$ cat src/rtl/pesn_pkg.sv
// ----------------------------------------------------------------------------
// pesn_pkg : shared types and constants for the short name converter
// Character codes, datapath command and status bundles.
// ----------------------------------------------------------------------------
package pesn_pkg;

  // Character codes
  localparam logic [7:0] CH_NUL     = 8'h00;
  localparam logic [7:0] CH_SPACE   = 8'h20;
  localparam logic [7:0] CH_STAR    = 8'h2A;
  localparam logic [7:0] CH_DOT     = 8'h2E;
  localparam logic [7:0] CH_QMARK   = 8'h3F;
  localparam logic [7:0] CH_LC_A    = 8'h61;
  localparam logic [7:0] CH_LC_Z    = 8'h7A;
  localparam logic [7:0] CASE_DELTA = 8'h20;
  localparam logic [7:0] SEP_RESET  = 8'h5C;

  // Source of an emitted byte
  typedef enum logic [1:0] {
    SRC_CHAR  = 2'd0,
    SRC_QMARK = 2'd1,
    SRC_SPACE = 2'd2,
    SRC_HELD  = 2'd3
  } out_src_t;

  // Position counter operation
  typedef enum logic [1:0] {
    POS_HOLD    = 2'd0,
    POS_ACC_INC = 2'd1,
    POS_PAD_INC = 2'd2,
    POS_SET_EXT = 2'd3
  } pos_op_t;

  typedef struct packed {
    logic     out_load;
    out_src_t out_src;
    logic     out_from_pad;
    logic     pad_load;
    logic     pad_q;
    logic     end_total;
    pos_op_t  pos_op;
  } cmd_t;

  typedef struct packed {
    logic plain;
    logic is_zero;
    logic is_star;
    logic is_dot;
    logic is_sep;
    logic name_fin;
    logic name_full;
    logic ext_fin;
    logic pad_fin;
    logic out_free;
  } status_t;

endpackage

$ cat src/rtl/pesn_dpath.sv
// ----------------------------------------------------------------------------
// pesn_dpath : datapath of the short name converter
// Separator register, position counter, pad run registers, character
// classification and the output register.
// ----------------------------------------------------------------------------
module pesn_dpath #(
  parameter int NAME_LEN = 8,
  parameter int EXT_LEN  = 3,
  parameter int POS_W    = 4
) (
  input  logic                 clk,
  input  logic                 rst_n,
  input  logic                 cfg_valid,
  output logic                 cfg_ready,
  input  logic [7:0]           cfg_data,
  input  logic                 in_first,
  input  logic [7:0]           in_ch,
  input  pesn_pkg::cmd_t       cmd,
  output pesn_pkg::status_t    st,
  output logic                 out_valid,
  input  logic                 out_ready,
  output logic [7:0]           out_char,
  output logic [POS_W-1:0]     out_position,
  output logic                 out_last
);

  localparam int TOTAL = NAME_LEN + EXT_LEN;
  localparam logic [POS_W-1:0] POS_NAME      = POS_W'(NAME_LEN);
  localparam logic [POS_W-1:0] POS_NAME_LAST = POS_W'(NAME_LEN - 1);
  localparam logic [POS_W-1:0] POS_LAST      = POS_W'(TOTAL - 1);

  logic [7:0]       sep_r;
  logic [POS_W:0]   pos_r, pos_nxt;
  logic             pad_q_r, end_total_r;
  logic             out_valid_r, out_valid_nxt;
  logic [7:0]       out_char_r;
  logic [POS_W-1:0] out_pos_r;
  logic             out_last_r;
  logic [POS_W-1:0] pos_cur;
  logic [POS_W-1:0] base_in;
  logic [POS_W-1:0] emit_pos;
  logic [7:0]       emit_char;
  logic [7:0]       upper_ch;

  assign cfg_ready = 1'b1;
  assign pos_cur   = pos_r[POS_W-1:0];

  // Position of the request: a first flag restarts at zero
  assign base_in = in_first ? '0 : pos_cur;

  // Upper-case a-z only
  assign upper_ch = (in_ch >= pesn_pkg::CH_LC_A && in_ch <= pesn_pkg::CH_LC_Z) ?
                    in_ch - pesn_pkg::CASE_DELTA : in_ch;

  // Classify the character and report counter positions
  always_comb begin
    st.is_zero   = (in_ch == pesn_pkg::CH_NUL);
    st.is_star   = (in_ch == pesn_pkg::CH_STAR);
    st.is_dot    = (in_ch == pesn_pkg::CH_DOT);
    st.is_sep    = (in_ch == sep_r);
    st.plain     = !st.is_zero && !st.is_star && !st.is_sep && !st.is_dot &&
                   (in_ch != pesn_pkg::CH_SPACE);
    st.name_fin  = (base_in == POS_NAME_LAST);
    st.name_full = (base_in == POS_NAME);
    st.ext_fin   = (base_in == POS_LAST);
    st.pad_fin   = (pos_cur == (end_total_r ? POS_LAST : POS_NAME_LAST));
    st.out_free  = !out_valid_r || out_ready;
  end

  // Select the byte and position to emit
  assign emit_pos = cmd.out_from_pad ? pos_cur : base_in;

  always_comb begin
    case (cmd.out_src)
      pesn_pkg::SRC_CHAR:  emit_char = upper_ch;
      pesn_pkg::SRC_QMARK: emit_char = pesn_pkg::CH_QMARK;
      pesn_pkg::SRC_SPACE: emit_char = pesn_pkg::CH_SPACE;
      pesn_pkg::SRC_HELD:  emit_char = pad_q_r ? pesn_pkg::CH_QMARK : pesn_pkg::CH_SPACE;
      default:             emit_char = upper_ch;
    endcase
  end

  // Advance the position counter
  always_comb begin
    case (cmd.pos_op)
      pesn_pkg::POS_HOLD:    pos_nxt = pos_r;
      pesn_pkg::POS_ACC_INC: pos_nxt = {1'b0, base_in} + 1'b1;
      pesn_pkg::POS_PAD_INC: pos_nxt = pos_r + 1'b1;
      pesn_pkg::POS_SET_EXT: pos_nxt = {1'b0, POS_NAME};
      default:               pos_nxt = pos_r;
    endcase
  end

  // Output register: load on command, drop once taken
  always_comb begin
    if (cmd.out_load) begin
      out_valid_nxt = 1'b1;
    end else if (out_ready) begin
      out_valid_nxt = 1'b0;
    end else begin
      out_valid_nxt = out_valid_r;
    end
  end

  always_ff @(posedge clk) begin
    if (!rst_n) begin
      sep_r       <= pesn_pkg::SEP_RESET;
      pos_r       <= '0;
      out_valid_r <= 1'b0;
    end else begin
      if (cfg_valid) begin
        sep_r <= cfg_data;
      end
      pos_r       <= pos_nxt;
      out_valid_r <= out_valid_nxt;
    end
  end

  // Hold pad run settings and output payload
  always_ff @(posedge clk) begin
    if (cmd.pad_load) begin
      pad_q_r     <= cmd.pad_q;
      end_total_r <= cmd.end_total;
    end
    if (cmd.out_load) begin
      out_char_r <= emit_char;
      out_pos_r  <= emit_pos;
      out_last_r <= (emit_pos == POS_LAST);
    end
  end

  assign out_valid    = out_valid_r;
  assign out_char     = out_char_r;
  assign out_position = out_pos_r;
  assign out_last     = out_last_r;

`ifndef SYNTHESIS
  a_pos_range: assert property (@(posedge clk) disable iff (!rst_n)
    pos_r <= (POS_W+1)'(TOTAL))
    else $error("position counter past the end of the name");

  a_load_free: assert property (@(posedge clk) disable iff (!rst_n)
    cmd.out_load |-> st.out_free)
    else $error("output register overwritten before it was taken");

  a_last_pos: assert property (@(posedge clk) disable iff (!rst_n)
    (cmd.out_load && emit_pos == POS_LAST) |=> (out_valid_r && out_last_r))
    else $error("final byte not flagged");
`endif

endmodule

$ cat src/rtl/pesn_ctrl.sv
// ----------------------------------------------------------------------------
// pesn_ctrl : controller of the short name converter
// Tracks the name, skip, star, extension and done phases and sequences
// pad runs one byte per cycle while the output register is free.
// ----------------------------------------------------------------------------
module pesn_ctrl (
  input  logic              clk,
  input  logic              rst_n,
  input  logic              in_valid,
  input  logic              in_first,
  output logic              in_ready,
  input  pesn_pkg::status_t st,
  output pesn_pkg::cmd_t    cmd
);

  localparam logic [2:0] ST_NAME = 3'd0;
  localparam logic [2:0] ST_SKIP = 3'd1;
  localparam logic [2:0] ST_STAR = 3'd2;
  localparam logic [2:0] ST_EXT  = 3'd3;
  localparam logic [2:0] ST_DONE = 3'd4;
  localparam logic [2:0] ST_PAD  = 3'd5;

  logic [2:0] state_r, state_nxt;
  logic [2:0] ret_r, ret_nxt;
  logic [2:0] ph;
  logic       acc;
  logic       end_nm, ext_ch;
  logic       burst, b_q, b_total;
  logic [2:0] b_ret;

  assign in_ready = (state_r != ST_PAD) && st.out_free;
  assign acc      = in_valid && in_ready;
  assign ph       = in_first ? ST_NAME : state_r;

  always_comb begin
    cmd       = '0;
    state_nxt = state_r;
    ret_nxt   = ret_r;
    end_nm    = 1'b0;
    ext_ch    = 1'b0;
    burst     = 1'b0;
    b_q       = 1'b0;
    b_total   = 1'b0;
    b_ret     = ST_DONE;

    // Decode the accepted request by phase
    if (acc) begin
      case (ph)
        ST_NAME: begin
          if (st.plain) begin
            cmd.out_load = 1'b1;
            cmd.out_src  = pesn_pkg::SRC_CHAR;
            cmd.pos_op   = pesn_pkg::POS_ACC_INC;
            state_nxt    = st.name_fin ? ST_SKIP : ST_NAME;
          end else begin
            end_nm = 1'b1;
          end
        end
        ST_SKIP: begin
          if (st.is_zero || st.is_dot || st.is_sep) begin
            end_nm = 1'b1;
          end
        end
        ST_STAR: begin
          if (st.is_dot) begin
            state_nxt  = ST_EXT;
            cmd.pos_op = pesn_pkg::POS_SET_EXT;
          end else begin
            ext_ch = 1'b1;
          end
        end
        ST_EXT: begin
          ext_ch = 1'b1;
        end
        default: ;
      endcase
    end

    // Close the name part
    if (end_nm) begin
      if (st.is_star) begin
        if (st.name_full) begin
          state_nxt  = ST_STAR;
          cmd.pos_op = pesn_pkg::POS_SET_EXT;
        end else begin
          burst = 1'b1;
          b_q   = 1'b1;
          b_ret = ST_STAR;
        end
      end else if (st.is_dot) begin
        if (st.name_full) begin
          state_nxt  = ST_EXT;
          cmd.pos_op = pesn_pkg::POS_SET_EXT;
        end else begin
          burst = 1'b1;
          b_ret = ST_EXT;
        end
      end else begin
        burst   = 1'b1;
        b_total = 1'b1;
        b_ret   = ST_DONE;
      end
    end

    // Copy or close an extension character
    if (ext_ch) begin
      if (st.plain) begin
        cmd.out_load = 1'b1;
        cmd.out_src  = pesn_pkg::SRC_CHAR;
        cmd.pos_op   = pesn_pkg::POS_ACC_INC;
        state_nxt    = st.ext_fin ? ST_DONE : ST_EXT;
      end else begin
        burst   = 1'b1;
        b_q     = st.is_star;
        b_total = 1'b1;
        b_ret   = ST_DONE;
      end
    end

    // Start a pad run with its first byte
    if (burst) begin
      cmd.out_load  = 1'b1;
      cmd.out_src   = b_q ? pesn_pkg::SRC_QMARK : pesn_pkg::SRC_SPACE;
      cmd.pad_load  = 1'b1;
      cmd.pad_q     = b_q;
      cmd.end_total = b_total;
      cmd.pos_op    = pesn_pkg::POS_ACC_INC;
      ret_nxt       = b_ret;
      state_nxt     = (b_total ? st.ext_fin : st.name_fin) ? b_ret : ST_PAD;
    end

    // Continue a pad run while the output register frees
    if (state_r == ST_PAD && st.out_free) begin
      cmd.out_load     = 1'b1;
      cmd.out_src      = pesn_pkg::SRC_HELD;
      cmd.out_from_pad = 1'b1;
      cmd.pos_op       = pesn_pkg::POS_PAD_INC;
      if (st.pad_fin) begin
        state_nxt = ret_r;
      end
    end
  end

  always_ff @(posedge clk) begin
    if (!rst_n) begin
      state_r <= ST_NAME;
      ret_r   <= ST_DONE;
    end else begin
      state_r <= state_nxt;
      ret_r   <= ret_nxt;
    end
  end

`ifndef SYNTHESIS
  a_ret_legal: assert property (@(posedge clk) disable iff (!rst_n)
    (state_r == ST_PAD) |-> (ret_r == ST_STAR || ret_r == ST_EXT || ret_r == ST_DONE))
    else $error("pad run returns to an invalid phase");

  a_done_quiet: assert property (@(posedge clk) disable iff (!rst_n)
    (acc && !in_first && state_r == ST_DONE) |-> !cmd.out_load)
    else $error("byte emitted after the name was complete");

  a_pad_exit: assert property (@(posedge clk) disable iff (!rst_n)
    (state_r == ST_PAD && state_nxt != ST_PAD) |-> (st.pad_fin && cmd.out_load))
    else $error("pad run left before its last byte");
`endif

endmodule

$ cat src/rtl/path_element_to_short_name.sv
// ----------------------------------------------------------------------------
// path_element_to_short_name : path element to 8.3 directory name converter
// Consumes one path character per request and produces the bytes of the
// upper-cased, padded directory style name.
// ----------------------------------------------------------------------------
// A request that copies a name or extension character, or that is skipped,
// never starts a pad run, so a path streams in at one character a cycle while
// the output side keeps up. A request that ends a part produces a pad run of
// up to NAME_LEN+EXT_LEN bytes; these leave the single output register one a
// cycle while the output side keeps up, and input is held off until the last
// one is loaded. Each byte appears on the output in the cycle after the
// request or pad step that loads it. After the final byte every request is
// dropped until one arrives with in_first set. The separator register resets
// to backslash and is written through the cfg_ channel, which is always ready.
module path_element_to_short_name #(
  parameter int NAME_LEN = 8,
  parameter int EXT_LEN  = 3,
  localparam int POS_W   = $clog2(NAME_LEN + EXT_LEN)
) (
  input  logic             clk,
  input  logic             rst_n,
  input  logic             cfg_valid,
  output logic             cfg_ready,
  input  logic [7:0]       cfg_data,
  input  logic             in_valid,
  output logic             in_ready,
  input  logic             in_first,
  input  logic [7:0]       in_ch,
  output logic             out_valid,
  input  logic             out_ready,
  output logic [7:0]       out_char,
  output logic [POS_W-1:0] out_position,
  output logic             out_last
);

  pesn_pkg::cmd_t    cmd;
  pesn_pkg::status_t st;

  // Phase control and pad sequencing
  pesn_ctrl u_ctrl (
    .clk      (clk),
    .rst_n    (rst_n),
    .in_valid (in_valid),
    .in_first (in_first),
    .in_ready (in_ready),
    .st       (st),
    .cmd      (cmd)
  );

  // Classification, counters and output register
  pesn_dpath #(
    .NAME_LEN (NAME_LEN),
    .EXT_LEN  (EXT_LEN),
    .POS_W    (POS_W)
  ) u_dpath (
    .clk          (clk),
    .rst_n        (rst_n),
    .cfg_valid    (cfg_valid),
    .cfg_ready    (cfg_ready),
    .cfg_data     (cfg_data),
    .in_first     (in_first),
    .in_ch        (in_ch),
    .cmd          (cmd),
    .st           (st),
    .out_valid    (out_valid),
    .out_ready    (out_ready),
    .out_char     (out_char),
    .out_position (out_position),
    .out_last     (out_last)
  );

endmodule

$ cat config.mk
export PLATFORM = sky130hd
export DESIGN_NAME = path_element_to_short_name
export DESIGN_NICKNAME = d
export VERILOG_FILES = /design/src/rtl/pesn_pkg.sv /design/src/rtl/pesn_dpath.sv /design/src/rtl/pesn_ctrl.sv /design/src/rtl/path_element_to_short_name.sv
export SDC_FILE = /design/constraint.sdc
export NUM_CORES = 1
export LEC_CHECK = 0
export BUFFER_PORTS_ARGS = -buffer_cell sky130_fd_sc_hd__buf_2
export CAP_MARGIN = 20
export CORE_MARGIN = 2
export CORE_UTILIZATION = 55
export DETAILED_ROUTE_END_ITERATION = 10
export MAX_ROUTING_LAYER = met4
export PLACE_DENSITY = 0.8
export RECOVER_POWER = 50
export SLEW_MARGIN = 20
export SYNTH_ARGS = -nofsm -noshare
export SYNTH_HDL_FRONTEND = slang
export SYNTH_SLANG_ARGS = --single-unit
$ cat constraint.sdc
create_clock -name clk -period 2.3 [get_ports clk]
set_input_delay 0.115 -clock clk [delete_from_list [all_inputs] [get_ports clk]]
set_output_delay 0.115 -clock clk [all_outputs]
set_load 0.05 [all_outputs]
Word level (Yosys, flattened, before mapping)
Cells that the tools add are included.
{"block": "totals", "ff_bits": 35, "elab_cells": 132}
{"block": "classes", "n_addsub": 3, "magnitude_cmp": 2, "n_eq_ne": 20, "muxes": 76, "n_reduce_logical": 21}
{"operator": "$mux W3", "n": 29}
{"operator": "$pmux W8 S4", "n": 1}
{"operator": "$mux W1", "n": 24}
{"operator": "$mux W2", "n": 10}
{"operator": "$eq A8 B6 Y1 const B", "n": 2}
{"operator": "$mux W4", "n": 4}
{"operator": "$pmux W5 S3", "n": 1}
{"operator": "$eq A4 B4 Y1 const B", "n": 3}
{"operator": "$mux W5", "n": 2}
{"operator": "$eq A2 B2 Y1 const B", "n": 4}
{"operator": "$eq A8 B8 Y1", "n": 1}
{"operator": "$ge A8 B7 Y1 const B", "n": 1}
{"operator": "$le A8 B7 Y1 const B", "n": 1}
{"operator": "$logic_and A1 B1 Y1", "n": 8}
{"operator": "$logic_not A8 Y1", "n": 1}
{"operator": "$mux W8", "n": 1}
{"operator": "$ne A8 B6 Y1 const B", "n": 1}
{"operator": "$sub A8 B6 Y8 const B", "n": 1}
{"operator": "$eq A3 B2 Y1 const B", "n": 2}
{"operator": "$pmux W3 S2", "n": 1}
{"operator": "$add A4 B1 Y5 const B", "n": 1}
{"operator": "$add A5 B1 Y5 const B", "n": 1}
{"operator": "$logic_not A1 Y1", "n": 5}
{"operator": "$eq A2 B1 Y1 const B", "n": 2}
{"operator": "other kinds (11)", "n": 15}

Logic depth before layout (Yosys ltp)
{"block": "depth", "depth_word": 19, "mapped_depth": 9, "mapped_depth_nobuf": 9}

Cells and area by module
From an unflattened synthesis, not the netlist that was laid out.
{"block": "unflattened", "cells_unflattened": 229, "area_unflattened_um2": 2069.5}
{"module": "pesn_dpath", "instances": 1, "cells_per_inst": 141, "area_each_um2": 1403.8, "seq_area_each_um2": 710.7}
{"module": "pesn_ctrl", "instances": 1, "cells_per_inst": 88, "area_each_um2": 665.6, "seq_area_each_um2": 120.1}

Least setup slack after synthesis
No wires, ideal clock.
{"block": "synth_timing", "path_type": "register to register", "startpoint": "register u_dpath.out_valid_r (netlist: u_dpath.out_valid)", "endpoint": "register u_ctrl.state_r[0]", "t_arrival_ns": 1.993, "t_required_ns": 2.183, "path_slack_ns": 0.189, "path_stages_with_launch": 8, "path_buffers": 0, "synth_period_minus_slack_ns": 2.111, "cell_sequence": "dfxtp_1 -> nand2b_1 -> and2_1 -> a221oi_1 -> o21bai_4 -> a21oi_1 -> o21ai_1 -> a32o_1"}
{"block": "synth_via", "elab_chain_cells": 14, "elab_cells_between_ends": 29, "cone_classes": "mux: 24; reduce/logical: 5"}
{"item": "from (decl)", "line": "pesn_dpath.sv:35", "rtl": "logic out_valid_r, out_valid_nxt;"}
{"item": "from (signal assigned)", "line": "pesn_dpath.sv:115", "rtl": "out_valid_r <= out_valid_nxt;"}
{"item": "$logic_not A1 Y1 (*)", "line": "pesn_dpath.sv:67", "rtl": "st.out_free = !out_valid_r || out_ready;"}
{"item": "$logic_or A1 B1 Y1 (*)", "line": "pesn_dpath.sv:67"}
{"item": "$logic_and A1 B1 Y1", "line": "pesn_ctrl.sv:31", "rtl": "assign in_ready = (state_r != ST_PAD) && st.out_free;"}
{"item": "$logic_and A1 B1 Y1", "line": "pesn_ctrl.sv:32", "rtl": "assign acc = in_valid && in_ready;"}
{"item": "$mux W3", "line": "pesn_ctrl.sv:47", "rtl": "if (acc) begin"}
{"item": "$mux W3", "line": "pesn_ctrl.sv:91", "rtl": "if (st.name_full) begin"}
{"item": "$mux W3", "line": "pesn_ctrl.sv:90", "rtl": "end else if (st.is_dot) begin"}
{"item": "$mux W3", "line": "pesn_ctrl.sv:81", "rtl": "if (st.is_star) begin"}
{"item": "$mux W3", "line": "pesn_ctrl.sv:80", "rtl": "if (end_nm) begin"}
{"item": "$mux W3", "line": "pesn_ctrl.sv:107", "rtl": "if (st.plain) begin"}
{"item": "$mux W3", "line": "pesn_ctrl.sv:106", "rtl": "if (ext_ch) begin"}
{"item": "$mux W3", "line": "pesn_ctrl.sv:121", "rtl": "if (burst) begin"}
{"item": "$mux W3", "line": "pesn_ctrl.sv:138", "rtl": "if (st.pad_fin) begin"}
{"item": "$mux W3 (*)", "line": "pesn_ctrl.sv:133", "rtl": "if (state_r == ST_PAD && st.out_free) begin"}
{"item": "to (signal assigned)", "line": "pesn_ctrl.sv:149", "rtl": "state_r <= state_nxt;"}
{"item": "to (decl)", "line": "pesn_ctrl.sv:23", "rtl": "logic [2:0] state_r, state_nxt;"}
Mark *: on every way between the ends. The rest lies on a longest branch, timed or not.
A chain may end at the register's enable or synchronous reset.

Final worst setup path
{"block": "layout_timing", "startpoint": "register u_dpath.pos_r[3]", "endpoint": "register u_ctrl.state_r[1]"}
{"block": "layout_via", "elab_cells_between_ends": 31, "cone_classes": "eq/ne: 4; mux: 27"}
{"item": "from (decl)", "line": "pesn_dpath.sv:33", "rtl": "logic [POS_W:0] pos_r, pos_nxt;"}
{"item": "from (signal assigned)", "line": "pesn_dpath.sv:114", "rtl": "pos_r <= pos_nxt;"}
{"item": "$mux W4 (*)", "line": "pesn_dpath.sv:49", "rtl": "assign base_in = in_first ? '0 : pos_cur;"}
{"item": "$eq A4 B4 Y1 (*)", "line": "pesn_dpath.sv:64", "rtl": "st.name_full = (base_in == POS_NAME);"}
{"item": "$mux W1 (*)", "line": "pesn_ctrl.sv:82, pesn_ctrl.sv:91"}
{"item": "$mux W1", "line": "pesn_ctrl.sv:90"}
{"item": "$mux W1 (*)", "line": "pesn_ctrl.sv:81"}
{"item": "$mux W1 (*)", "line": "pesn_ctrl.sv:80"}
{"item": "$mux W1", "line": "pesn_ctrl.sv:107"}
{"item": "$mux W1 (*)", "line": "pesn_ctrl.sv:106"}
{"item": "via u_ctrl.burst", "line": "pesn_ctrl.sv:28", "rtl": "logic burst, b_q, b_total;"}
{"item": "$mux W3 (*)", "line": "pesn_ctrl.sv:121"}
{"item": "$mux W3", "line": "pesn_ctrl.sv:138"}
{"item": "$mux W3 (*)", "line": "pesn_ctrl.sv:133"}
The timed path passes the listed nets; every way through them passes the cells marked *.

==> flow_summary.toml <==
[pwr]
power_density_mw_per_mm2 = 587
internal_power_mw = 1.06
p_sw_frac = 0.265
p_sw_uw = 382
vdd_drop_max_v = 0.000375
p_clk_frac = 0.371
seqPwrFrac = 0.465
p_comb_frac = 0.164
p_leak_nw = 0.997

[finish]
final_area_mm2 = 0.00246
final_common_cell = "buf_2"
nNetsFinal = 285
diodes = 0
area_delta_synth_final_pct = 19.9
multiInputGateArea_mm2 = 0.00116
final_cell_mix = "21 x buf_2, 20 x nand2_1, 19 x dfxtp_1"
drive_above_1_share = 0.241
nFillCells = 325
seqCellArea_um2 = 831

[sta]
rsz0062_at_grt = "no"
setup_viol = 0
min_period_ns = 2.14
setup_tns_ns = 0
hold_viol = 0
drv_slew = 0
slew_headroom = 0.591
fmax_mhz = 467
worst_pin_slew_ns = 0.617
period_share = 0.930
clock_skew_ns = 0.00688

[critical_path]
cp.required_ns = 2.51
crit_path_end_kind = "flop"
reg2regPathDepth = 8
path_class = "flop to flop"
r2r-start = "u_dpath.pos_r[3]$_SDFFE_PN0P_"
crit_path_max_fanout = 7
critPathLaunchType = "flop"
r2r_end = "u_ctrl.state_r[1]$_SDFF_PN0_"
r2r_slack_ns = 0.16
arrival_ns = 2.35

[synthesis]
yosys-top-cells-area = "edfxtp_1 22%, dfxtp_1 19%, mux2i_1 4.4%"
synth_ff_type = "dfxtp_1"
synth_async_sr_flop_share = 0
yosysTopAreaCell = "edfxtp_1"
synth_edf_count = 15
netlist_instances = 209
yosysSeqAreaShare = 0.406
ys_seq_elements = 34
synth_top_area_frac = 0.220
ys_types = 60
avgSynthCellArea_um2 = 9.80
synth.net_count = 234
syn_area_mm2 = 0.00205
ys_warn_count = 0

[clocking]
worstSkewPairLatency_ns = 0.29
holdBufCountCts = 0
cts_sinks = 34
clockBufferDepth = 2
ctsHtreeMaxLevel = 2
cts_root_buf = "clkbuf_8"
cts_buffers = 5
cts_resized = 0
cts_setup_buffers = 0
cts_tree = "built"
clkTransAtPathRegs_ns = 0.07

[die]
die_area_mm2 = 0.00423
rows = 22
core_mm2 = 0.00363
fp.dieH_um = 65.0
initial_core_util = 0.564
die_w_um = 65.0
io_pins = 38

[grt]
grt_pass1_vias = 1694
grt_max_degree = 12
grt_pass1_wl_mm = 7.67
track_usage = 0.243
overflow = 0
antenna_found_initial = 0

[hold_path]
hp-class = "primary input to flop"
hp-start = "cfg_data[2]"
holdPathStages = 3
hold-path-endpoint = "u_dpath.sep_r[2]$_SDFFE_PN1P_"

[flow_run]
max_cap_viol_count = 0

[place]
port_buffers = 36
place.gp.congestion = 1.00
hpwl_mm = 3.56
placed_cell_area_mm2 = 0.00236

[routing]
vias = 1793
drt-pass1-iter-count = 4
wl_per_cell_um = 14.9
wl_mm = 4.60
avgViaCountPerCell = 5.80
route.detailed.drc = 0
ant_nets = 0
drt_iter0_drc = 146

[status]
status = "finished, final reports clean"
==> metrics by stage <==
stage	hold slack (ns)	instances	utilization	power [mW]	setup WS [ns]
3_5_place_dp	0.335	301	0.650	0.924	0.115
5_1_grt	0.0527	309	0.676	1.49	0.0423
4_1_cts	0.0377	309	0.679	1.45	0.0870
3_3_place_gp	0.334	301	0.650	0.922	0.127
2_1_floorplan	0.244	209	-	0.850	0.189
6_report	0.0399	309	0.676	1.44	0.161
==> worst max-delay path by stage <==
stage / to / slack [ns] / start / cells after the start
floorplan: u_ctrl.state_r[0]$_SDFF_PN0_ / 0.19 / u_dpath.out_valid$_SDFFE_PN0P_ / 7
global placement: u_ctrl.state_r[1]$_SDFF_PN0_ / 0.13 / u_dpath.pos_r[3]$_SDFFE_PN0P_ / 8
detailed placement: u_ctrl.state_r[1]$_SDFF_PN0_ / 0.11 / u_dpath.pos_r[3]$_SDFFE_PN0P_ / 8
CTS: u_ctrl.state_r[1]$_SDFF_PN0_ / 0.09 / u_dpath.pos_r[3]$_SDFFE_PN0P_ / 8
global route: u_ctrl.state_r[1]$_SDFF_PN0_ / 0.04 / u_dpath.pos_r[3]$_SDFFE_PN0P_ / 8
finish: u_ctrl.state_r[1]$_SDFF_PN0_ / 0.16 / u_dpath.pos_r[3]$_SDFFE_PN0P_ / 8
==> layer usage <==
layer	vias up	wire (µm)	GRT usage
met3	13	225	0.0694
li1	874	-	-
met5	-	0	-
met4	0	95	0.102
met2	47	2190	0.387
met1	859	2080	0.289
==> cell usage after synthesis (all sizes together), types with 3 or more instances <==
cell	n
o21ai	5
xor2	8
or4	3
and2	8
nand3b	4
mux2i	9
clkbuf	5
nor2b	4
nand2	21
nand3	7
nand2b	3
nor3	7
a21o	7
o22ai	3
a31oi	5
a21oi	12
dfxtp	19
nor4	3
ha	3
nand4	3
inv	8
nor2	16
edfxtp	15
==> sequential cells by signal, summed over array words and instances, names as in the netlist <==
| signal | flops |
|---|---|
| u_dpath.pos_r | 4 |
| u_dpath.sep_r | 8 |
| u_dpath.out_last | 1 |
| u_dpath.end_total_r | 1 |
| u_dpath.out_position | 4 |
| u_dpath.out_char | 8 |
| u_dpath.pad_q_r | 1 |
| u_ctrl.state_r | 3 |
| u_ctrl.ret_r | 3 |
| u_dpath.out_valid | 1 |
==> critical path, cell delays in order, from the launching register on <==
cell and delay [ns]:
dfxtp_1 0.37, or3b_1 0.40, nor3_2 0.17, nand2_2 0.16, a21oi_4 0.30, a21oi_4 0.15
buf_4 0.18, nand3b_1 0.16, a31oi_1 0.16
==> cells by family after synthesis <==
group	share of synthesized area
multiplexers	0.0440
XOR/XNOR	0.0342
AND/OR/NAND/NOR	0.250
flip-flops	0.406
other	0.00183
adder cells (fa/ha/maj)	0.0183
AO/OA/AOI/OAI	0.212
buffers and inverters	0.0336
==> area by class of cell <==
class / count / share of cell area
inverters: 8 / 0.0122
flip-flops and latches: 34 / 0.338
repair buffers: 51 / 0.110
well taps: 48 / 0.0245
clock inverters: 1 / 0.0122
clock buffers: 7 / 0.0311
multi-input cells: 160 / 0.472
==> power groups by stage <==
stage          sequential [mW]  clock [mW]  combinational, mW
6_report                 0.670       0.534              0.237
5_1_grt                  0.673       0.564              0.256
4_1_cts                  0.670       0.543              0.242
3_5_place_dp             0.683           0              0.241
3_3_place_gp             0.682           0              0.240
2_1_floorplan            0.737           0              0.112
Note: power is estimated with default switching activity, not from simulation.
